<file path="config.mk">
export PLATFORM = sky130hd
export DESIGN_NAME = preemptive_priority_scheduler
export DESIGN_NICKNAME = d
export VERILOG_FILES = /design/src/rtl/pps_pkg.sv /design/src/rtl/pps_ctrl.sv /design/src/rtl/pps_min_tree.sv /design/src/rtl/pps_datapath.sv /design/src/rtl/preemptive_priority_scheduler.sv
export SDC_FILE = /design/constraint.sdc
export NUM_CORES = 2
export LEC_CHECK = 0
export BUFFER_PORTS_ARGS = -buffer_cell sky130_fd_sc_hd__clkbuf_2
export CAP_MARGIN = 20
export CELL_PAD_IN_SITES_DETAIL_PLACEMENT = 1
export CELL_PAD_IN_SITES_GLOBAL_PLACEMENT = 1
export CORE_MARGIN = 3
export CORE_UTILIZATION = 33
export DETAILED_ROUTE_END_ITERATION = 10
export PLACE_DENSITY = 0.53
export RECOVER_POWER = 50
export SLEW_MARGIN = 0
export SYNTH_ARGS = -nofsm -noshare
export SYNTH_HDL_FRONTEND = slang
export SYNTH_HIERARCHICAL = 1
export SYNTH_SLANG_ARGS = --single-unit
export TNS_END_PERCENT = 30
</file>
<file path="constraint.sdc">
create_clock -name clk -period 13.6 [get_ports clk]
set_input_delay 2.72 -clock clk [delete_from_list [all_inputs] [get_ports clk]]
set_output_delay 2.72 -clock clk [all_outputs]
set_load 0.005 [all_outputs]
</file>
<file path="src/rtl/pps_pkg.sv">
`default_nettype none
package pps_pkg;

  localparam int MAX_TASKS_DEF = 16;
  localparam int PRIO_W        = 8;
  localparam int TIME_W        = 16;
  localparam int IDX_W         = 4;
  localparam logic [TIME_W-1:0] TIME_MAX = {TIME_W{1'b1}};

  localparam logic OP_LOAD = 1'b0;
  localparam logic OP_TICK = 1'b1;

  typedef enum logic [2:0] {
    ST_IDLE = 3'b001,
    ST_SCAN = 3'b010,
    ST_UPD  = 3'b100
  } pps_state_t;

  // controller -> datapath
  typedef struct packed {
    logic load_en;  // write one table entry this cycle
    logic launch;   // capture readiness keys into the tree leaves
    logic update;   // tree result is final: retire the slot
  } pps_cmd_t;

endpackage
`default_nettype wire

</file>
<file path="src/rtl/pps_ctrl.sv">
`default_nettype none
module pps_ctrl
  import pps_pkg::*;
#(
  parameter int MAX_TASKS = MAX_TASKS_DEF
) (
  input  wire logic     clk,
  input  wire logic     rst_n,
  input  wire logic     start,
  input  wire logic     in_operation,
  output logic          busy,
  output pps_cmd_t      cmd
);

  localparam int LVLS  = $clog2(MAX_TASKS);
  localparam int NREG  = (LVLS + 1) / 2;     // registered tree stages
  localparam int CNT_W = $clog2(NREG + 1);

  pps_state_t        state_r, state_nxt;
  logic [CNT_W-1:0]  cnt_r, cnt_nxt;
  logic              accept;

  assign busy   = (state_r != ST_IDLE);
  assign accept = start && !busy;

  assign cmd.load_en = accept && (in_operation == OP_LOAD);
  assign cmd.launch  = accept && (in_operation == OP_TICK);
  assign cmd.update  = (state_r == ST_UPD);

  always_comb begin
    state_nxt = state_r;
    cnt_nxt   = cnt_r;
    case (state_r)
      ST_IDLE: begin
        if (cmd.launch) begin
          state_nxt = ST_SCAN;
          cnt_nxt   = CNT_W'(NREG - 1);
        end
      end
      ST_SCAN: begin
        if (cnt_r == '0) begin
          state_nxt = ST_UPD;
        end else begin
          cnt_nxt = cnt_r - 1'b1;
        end
      end
      ST_UPD: begin
        state_nxt = ST_IDLE;
      end
      default: begin
        state_nxt = ST_IDLE;
      end
    endcase
  end

  always_ff @(posedge clk) begin
    if (!rst_n) begin
      state_r <= ST_IDLE;
      cnt_r   <= '0;
    end else begin
      state_r <= state_nxt;
      cnt_r   <= cnt_nxt;
    end
  end

endmodule
`default_nettype wire

</file>
<file path="src/rtl/pps_min_tree.sv">
`default_nettype none
module pps_min_tree
  import pps_pkg::*;
#(
  parameter int MAX_TASKS = MAX_TASKS_DEF,
  parameter int KEY_W     = PRIO_W + 1
) (
  input  wire logic                          clk,
  input  wire logic                          load,
  input  wire logic [MAX_TASKS*KEY_W-1:0]    keys_in,
  output logic [KEY_W-1:0]                   best_key,
  output logic [$clog2(MAX_TASKS)-1:0]       best_idx
);

  localparam int LVLS = $clog2(MAX_TASKS);
  localparam int NLF  = 1 << LVLS;

  logic [KEY_W-1:0] key_q [LVLS+1][NLF];
  logic [LVLS-1:0]  idx_q [LVLS+1][NLF];

  // leaves: padding slots carry the worst key
  for (genvar i = 0; i < NLF; i++) begin : g_leaf
    always_ff @(posedge clk) begin
      if (load) begin
        if (i < MAX_TASKS) begin
          key_q[0][i] <= keys_in[i*KEY_W +: KEY_W];
        end else begin
          key_q[0][i] <= '1;
        end
        idx_q[0][i] <= LVLS'(i);
      end
    end
  end

  // pairwise minimum, lower index kept on ties; register every second level and the last
  for (genvar l = 1; l <= LVLS; l++) begin : g_lvl
    for (genvar i = 0; i < NLF; i++) begin : g_node
      if (i < (NLF >> l)) begin : g_used
        logic pick_hi;
        assign pick_hi = key_q[l-1][2*i+1] < key_q[l-1][2*i];
        if ((l % 2 == 0) || (l == LVLS)) begin : g_reg
          always_ff @(posedge clk) begin
            key_q[l][i] <= pick_hi ? key_q[l-1][2*i+1] : key_q[l-1][2*i];
            idx_q[l][i] <= pick_hi ? idx_q[l-1][2*i+1] : idx_q[l-1][2*i];
          end
        end else begin : g_comb
          always_comb begin
            key_q[l][i] = pick_hi ? key_q[l-1][2*i+1] : key_q[l-1][2*i];
            idx_q[l][i] = pick_hi ? idx_q[l-1][2*i+1] : idx_q[l-1][2*i];
          end
        end
      end else begin : g_unused
        always_comb begin
          key_q[l][i] = '0;
          idx_q[l][i] = '0;
        end
      end
    end
  end

  assign best_key = key_q[LVLS][0];
  assign best_idx = idx_q[LVLS][0];

endmodule
`default_nettype wire

</file>
<file path="src/rtl/pps_datapath.sv">
`default_nettype none
module pps_datapath
  import pps_pkg::*;
#(
  parameter int MAX_TASKS = MAX_TASKS_DEF
) (
  input  wire logic                clk,
  input  wire logic                rst_n,
  input  wire pps_cmd_t            cmd,
  input  wire logic [IDX_W-1:0]    in_entry_index,
  input  wire logic [PRIO_W-1:0]   in_task_priority,
  input  wire logic [TIME_W-1:0]   in_arrival_time,
  input  wire logic [TIME_W-1:0]   in_burst_length,
  output logic                     out_valid,
  output logic                     out_idle,
  output logic [IDX_W-1:0]         out_running_index,
  output logic [TIME_W-1:0]        out_slot_end_time,
  output logic                     out_finished,
  output logic [TIME_W-1:0]        out_turnaround_time,
  output logic [TIME_W-1:0]        out_waiting_time
);

  localparam int IW    = $clog2(MAX_TASKS);
  localparam int KEY_W = PRIO_W + 1;

  logic                valid_r [MAX_TASKS];
  logic [PRIO_W-1:0]   prio_r  [MAX_TASKS];
  logic [TIME_W-1:0]   arr_r   [MAX_TASKS];
  logic [TIME_W-1:0]   burst_r [MAX_TASKS];
  logic [TIME_W-1:0]   rem_r   [MAX_TASKS];
  logic [TIME_W-1:0]   time_r, time_nxt;

  logic [MAX_TASKS*KEY_W-1:0] keys;
  logic [KEY_W-1:0]           best_key;
  logic [IW-1:0]              best_idx;

  logic                valid_q;
  logic                idle_q;
  logic [IDX_W-1:0]    run_q;
  logic [TIME_W-1:0]   end_q;
  logic                fin_q;
  logic [TIME_W-1:0]   tat_q;
  logic [TIME_W-1:0]   wait_q;

  // key = {not ready, priority}
  for (genvar k = 0; k < MAX_TASKS; k++) begin : g_key
    logic rdy;
    assign rdy = valid_r[k] && (rem_r[k] != '0) && (arr_r[k] <= time_r);
    assign keys[k*KEY_W +: KEY_W] = {!rdy, prio_r[k]};
  end

  pps_min_tree #(
    .MAX_TASKS (MAX_TASKS),
    .KEY_W     (KEY_W)
  ) u_tree (
    .clk      (clk),
    .load     (cmd.launch),
    .keys_in  (keys),
    .best_key (best_key),
    .best_idx (best_idx)
  );

  // slot retire
  logic                no_task;
  logic [TIME_W-1:0]   w_rem, w_arr, w_burst;
  logic [TIME_W-1:0]   tat;
  logic                done;
  logic [IW+IDX_W-1:0] idx_ext;

  assign no_task  = best_key[KEY_W-1];
  assign w_rem    = rem_r[best_idx];
  assign w_arr    = arr_r[best_idx];
  assign w_burst  = burst_r[best_idx];
  assign time_nxt = (time_r == TIME_MAX) ? time_r : time_r + 1'b1;
  assign done     = !no_task && (w_rem == TIME_W'(1));
  assign tat      = time_nxt - w_arr;
  assign idx_ext  = {{IDX_W{1'b0}}, best_idx};

  always_ff @(posedge clk) begin
    if (!rst_n) begin
      time_r <= '0;
    end else if (cmd.update) begin
      time_r <= time_nxt;
    end
  end

  for (genvar k = 0; k < MAX_TASKS; k++) begin : g_ent
    always_ff @(posedge clk) begin
      if (!rst_n) begin
        valid_r[k] <= 1'b0;
      end else if (cmd.load_en && (int'(in_entry_index) == k)) begin
        valid_r[k] <= 1'b1;
      end
    end

    always_ff @(posedge clk) begin
      if (cmd.load_en && (int'(in_entry_index) == k)) begin
        prio_r[k]  <= in_task_priority;
        arr_r[k]   <= in_arrival_time;
        burst_r[k] <= in_burst_length;
        rem_r[k]   <= in_burst_length;
      end else if (cmd.update && !no_task && (int'(best_idx) == k)) begin
        rem_r[k]   <= rem_r[k] - 1'b1;
      end
    end
  end

  always_ff @(posedge clk) begin
    if (!rst_n) begin
      valid_q <= 1'b0;
    end else begin
      valid_q <= cmd.update;
    end
  end

  always_ff @(posedge clk) begin
    if (cmd.update) begin
      idle_q <= no_task;
      run_q  <= no_task ? '0 : idx_ext[IDX_W-1:0];
      end_q  <= time_nxt;
      fin_q  <= done;
      tat_q  <= done ? tat : '0;
      wait_q <= (done && (tat >= w_burst)) ? tat - w_burst : '0;
    end
  end

  assign out_valid           = valid_q;
  assign out_idle            = idle_q;
  assign out_running_index   = run_q;
  assign out_slot_end_time   = end_q;
  assign out_finished        = fin_q;
  assign out_turnaround_time = tat_q;
  assign out_waiting_time    = wait_q;

endmodule
`default_nettype wire

</file>
<file path="src/rtl/preemptive_priority_scheduler.sv">
// Load word: written when taken, busy stays low, no result.
// Tick word: busy stays high through the scan and update states; the result strobe
//   rises once update ends and is taken at the next edge, where the next word can be
//   taken too; the scan length is set by the min-search tree depth.
// Results show for one cycle on out_valid; the receiver cannot stall.
// Sync active-low reset: time = 0, all entries invalid, controller idle.
`default_nettype none
module preemptive_priority_scheduler
  import pps_pkg::*;
#(
  parameter int MAX_TASKS = MAX_TASKS_DEF
) (
  input  wire logic               clk,
  input  wire logic               rst_n,
  input  wire logic               start,
  output logic                    busy,
  input  wire logic               in_operation,
  input  wire logic [IDX_W-1:0]   in_entry_index,
  input  wire logic [PRIO_W-1:0]  in_task_priority,
  input  wire logic [TIME_W-1:0]  in_arrival_time,
  input  wire logic [TIME_W-1:0]  in_burst_length,
  output logic                    out_valid,
  output logic                    out_idle,
  output logic [IDX_W-1:0]        out_running_index,
  output logic [TIME_W-1:0]       out_slot_end_time,
  output logic                    out_finished,
  output logic [TIME_W-1:0]       out_turnaround_time,
  output logic [TIME_W-1:0]       out_waiting_time
);

  // Flow of a tick word:
  //   accept   - readiness keys {not ready, priority} of all entries go into tree leaves
  //   scan     - pairwise min tree, up to two compare levels per register stage;
  //              ties keep the lower index, so the lowest index wins
  //   update   - winner's remaining time drops by one, time advances (saturating),
  //              turnaround / waiting computed on completion, result registered
  // Loads bypass the sequencer; a load to an index past the table is dropped.
  // Entries loaded with zero burst stay valid but never become ready.

  pps_cmd_t cmd;

  pps_ctrl #(
    .MAX_TASKS (MAX_TASKS)
  ) u_ctrl (
    .clk          (clk),
    .rst_n        (rst_n),
    .start        (start),
    .in_operation (in_operation),
    .busy         (busy),
    .cmd          (cmd)
  );

  pps_datapath #(
    .MAX_TASKS (MAX_TASKS)
  ) u_dp (
    .clk                 (clk),
    .rst_n               (rst_n),
    .cmd                 (cmd),
    .in_entry_index      (in_entry_index),
    .in_task_priority    (in_task_priority),
    .in_arrival_time     (in_arrival_time),
    .in_burst_length     (in_burst_length),
    .out_valid           (out_valid),
    .out_idle            (out_idle),
    .out_running_index   (out_running_index),
    .out_slot_end_time   (out_slot_end_time),
    .out_finished        (out_finished),
    .out_turnaround_time (out_turnaround_time),
    .out_waiting_time    (out_waiting_time)
  );

endmodule
`default_nettype wire

</file>
==> metrics.csv <==
metric;value;unit
finalCritPeriodShare;0.738;
worstPathMaxFanout;39;
path_depth;20;
critPathSlowestCell;clkbuf_1;
rsz0062_at_grt;no;
min_path_type;reg2reg;
synth.avg_cell_area;13.1;sq um
maxSlewViolCount;875;
dieArea;184000;sq um
cts_resized;0;
peakVddDrop;0.000144;V
crit_arrival;10.51;ns
row_count;154;
crit_end;u_dp/out_waiting_time[3];
place_congestion;0.840;
grt_pass1_vias;39200;
cts_tree;yes;
dr.pass1.iters;7;
drcViolationCount;0;
r2r_setup_slack;3.57;ns
path_buf_inv;1;
syn_to_final_growth;13.4;%
setup_viol;0;
grt_pass1_wl;281000;um
io_pins;104;
grt_max_degree;58;
p_leak;24.2;nW
grt-ovfl-total;0;
dpl.hpwl;132000;um
fin_crit;10.03;ns
cts_buffer_depth;3;
r2r-end;u_dp/out_waiting_time[3];
fin_worst_skew;0.0309;ns
reg2regPathDepth;20;
layout_commonest_cell;edfxtp_1;
violations;max-capacitance violations, max-slew violations;
fp.coreArea;177000;sq um
dieWidth;429;um
synth_area;59200;sq um
layout.area.seq;34700;sq um
fmax;99.7;MHz
tns;0;ns
cts_made_buffers;142;
drt-initial-drc-count;3083;
fillCellCount;18600;
postCtsSetupBuffers;0;
run_status;complete, but fails checks;
io_buffers;103;
critPathLaunch;u_dp/u_tree/best_idx[1];
drtAntennaViolNets;0;
synth_nets;4989;
floorplan.initialDensity;0.334;
worstSetupPathType;reg2reg;
stdcell_count;7156;
cts_max_level;4;
cts_root_buf;clkbuf_16;
drive_gt1_frac;0.108;
wirelength;196000;um
cts_num_sinks;1181;
routedWlPerCell;27.3;um
vias;38300;
critPathMaxStageDelay;1.99;ns
post-route-util;0.378;
multi_input_area;22700;sq um
cp-start-kind;register;
via_per_inst;5.35;
clk_pin_slew;0.06;ns
crit_path_end_kind;register;
clk_latency;0.79;ns
r2r-start;u_dp/u_tree/best_idx[1];
power.density;158;nW/um^2
ys_warn_count;6;
dp_cells;6868;
die_h;429;um
synthesis.instances;4515;
nets;5162;
hold_viol_final;0;
critPathRequiredTime;14.07;ns
slew_headroom;-1.74;
max_cap_viol_count;27;
path_delay_family;compound AO/OA/AOI/OAI gates;
cp_cell_sequence;clkbuf_1, mux4_2, mux4_2, ha_1, fa_1, nor2b_1, o21ai_0, a21boi_0, o21a_1, nor2_1, xnor2_1, ha_1, nand4_1, a21oi_1, o31ai_1, nand3_1, a31oi_1, o21ai_0, o2111ai_2, a211oi_1;
track_usage;0.210;
worst_slew_pin_slew;4.00;ns
ctsHoldBuffers;0;
layout_common_cells;edfxtp_1, nand2_1, ha_1, o21ai_0, inv_1;
antenna_found_initial;26;
area by class of cell:
class / instances / share of cell area
Inverter: 255 / 0.0143
Clock inverter: 66 / 0.00946
Multi-Input combinational cell: 2915 / 0.339
Tap cell: 2340 / 0.0437
Antenna cell: 11 / 0.000410
Timing Repair Buffer: 193 / 0.0164
Sequential cell: 1181 / 0.518
Clock buffer: 195 / 0.0586
worst min-delay path by stage:
stage	start	to	slack (ns)	depth (start not counted)
2_1_floorplan	u_dp/prio_r[1][56]	u_dp/u_tree/key_q[576]	0.40	0
3_3_place_gp	u_dp/prio_r[1][35]	u_dp/u_tree/key_q[606]	0.40	0
3_5_place_dp	u_dp/prio_r[0][25]	u_dp/u_tree/key_q[685]	0.41	0
4_1_cts	u_dp/prio_r[1][4]	u_dp/u_tree/key_q[643]	0.39	0
5_1_grt	u_dp/prio_r[1][3]	u_dp/u_tree/key_q[642]	0.40	0
6_report	u_dp/prio_r[1][4]	u_dp/u_tree/key_q[643]	0.40	0
state kept, by name, summed over array words and instances (netlist names), 4 cells and up:
signal	flops
u_dp/arr_r	256
u_dp/burst_r	256
u_dp/rem_r	256
u_dp/u_tree/key_q	180
u_dp/prio_r	128
u_dp/out_slot_end_time	16
u_dp/out_turnaround_time	16
u_dp/out_waiting_time	16
u_dp/time_r	16
u_dp/valid_r	16
u_dp/u_tree/idx_q	8
u_dp/out_running_index	4
u_dp/u_tree/best_idx	4
worst register-to-register path: stages, from the launching register on:
cell	delay, ns
dfxtp_1	1.95
clkbuf_1	2.06
mux4_2	0.76
mux4_2	0.55
ha_1	0.25
fa_1	0.42
nor2b_1	0.12
o21ai_0	0.11
a21boi_0	0.50
o21a_1	0.17
nor2_1	0.04
xnor2_1	0.19
ha_1	0.31
nand4_1	0.16
a21oi_1	0.08
o31ai_1	0.38
nand3_1	0.12
a31oi_1	0.30
o21ai_0	0.22
o2111ai_2	0.86
a211oi_1	0.17
layer usage:
metal  global-route usage  vias to the layer above  part of all wire
li1                     -                    17400                 -
met1                0.290                    19700              0.45
met2                0.335                      863              0.46
met3               0.0409                      261             0.055
met4               0.0649                        6             0.030
met5                    0                        -           0.00017
metrics by stage:
stage	total power [mW]	cell area, sq um	hold slack, ns	worst slack (ns)
finish	10.6	67100	0.397	3.57
global route	11.1	67000	0.402	2.84
CTS	10.8	67100	0.393	6.04
detailed placement	6.96	62500	0.405	6.06
global placement	6.93	62500	0.400	6.07
floorplan	6.06	59200	0.400	6.65
power breakdown:
part	leakage, nW	switching (mW)	total, mW	internal [mW]
Sequential	10.7	0.124	4.18	4.05
Combinational	11.3	1.59	2.70	1.10
Clock	2.21	1.56	3.75	2.18
No activity file was read; power rests on OpenSTA's default activity.
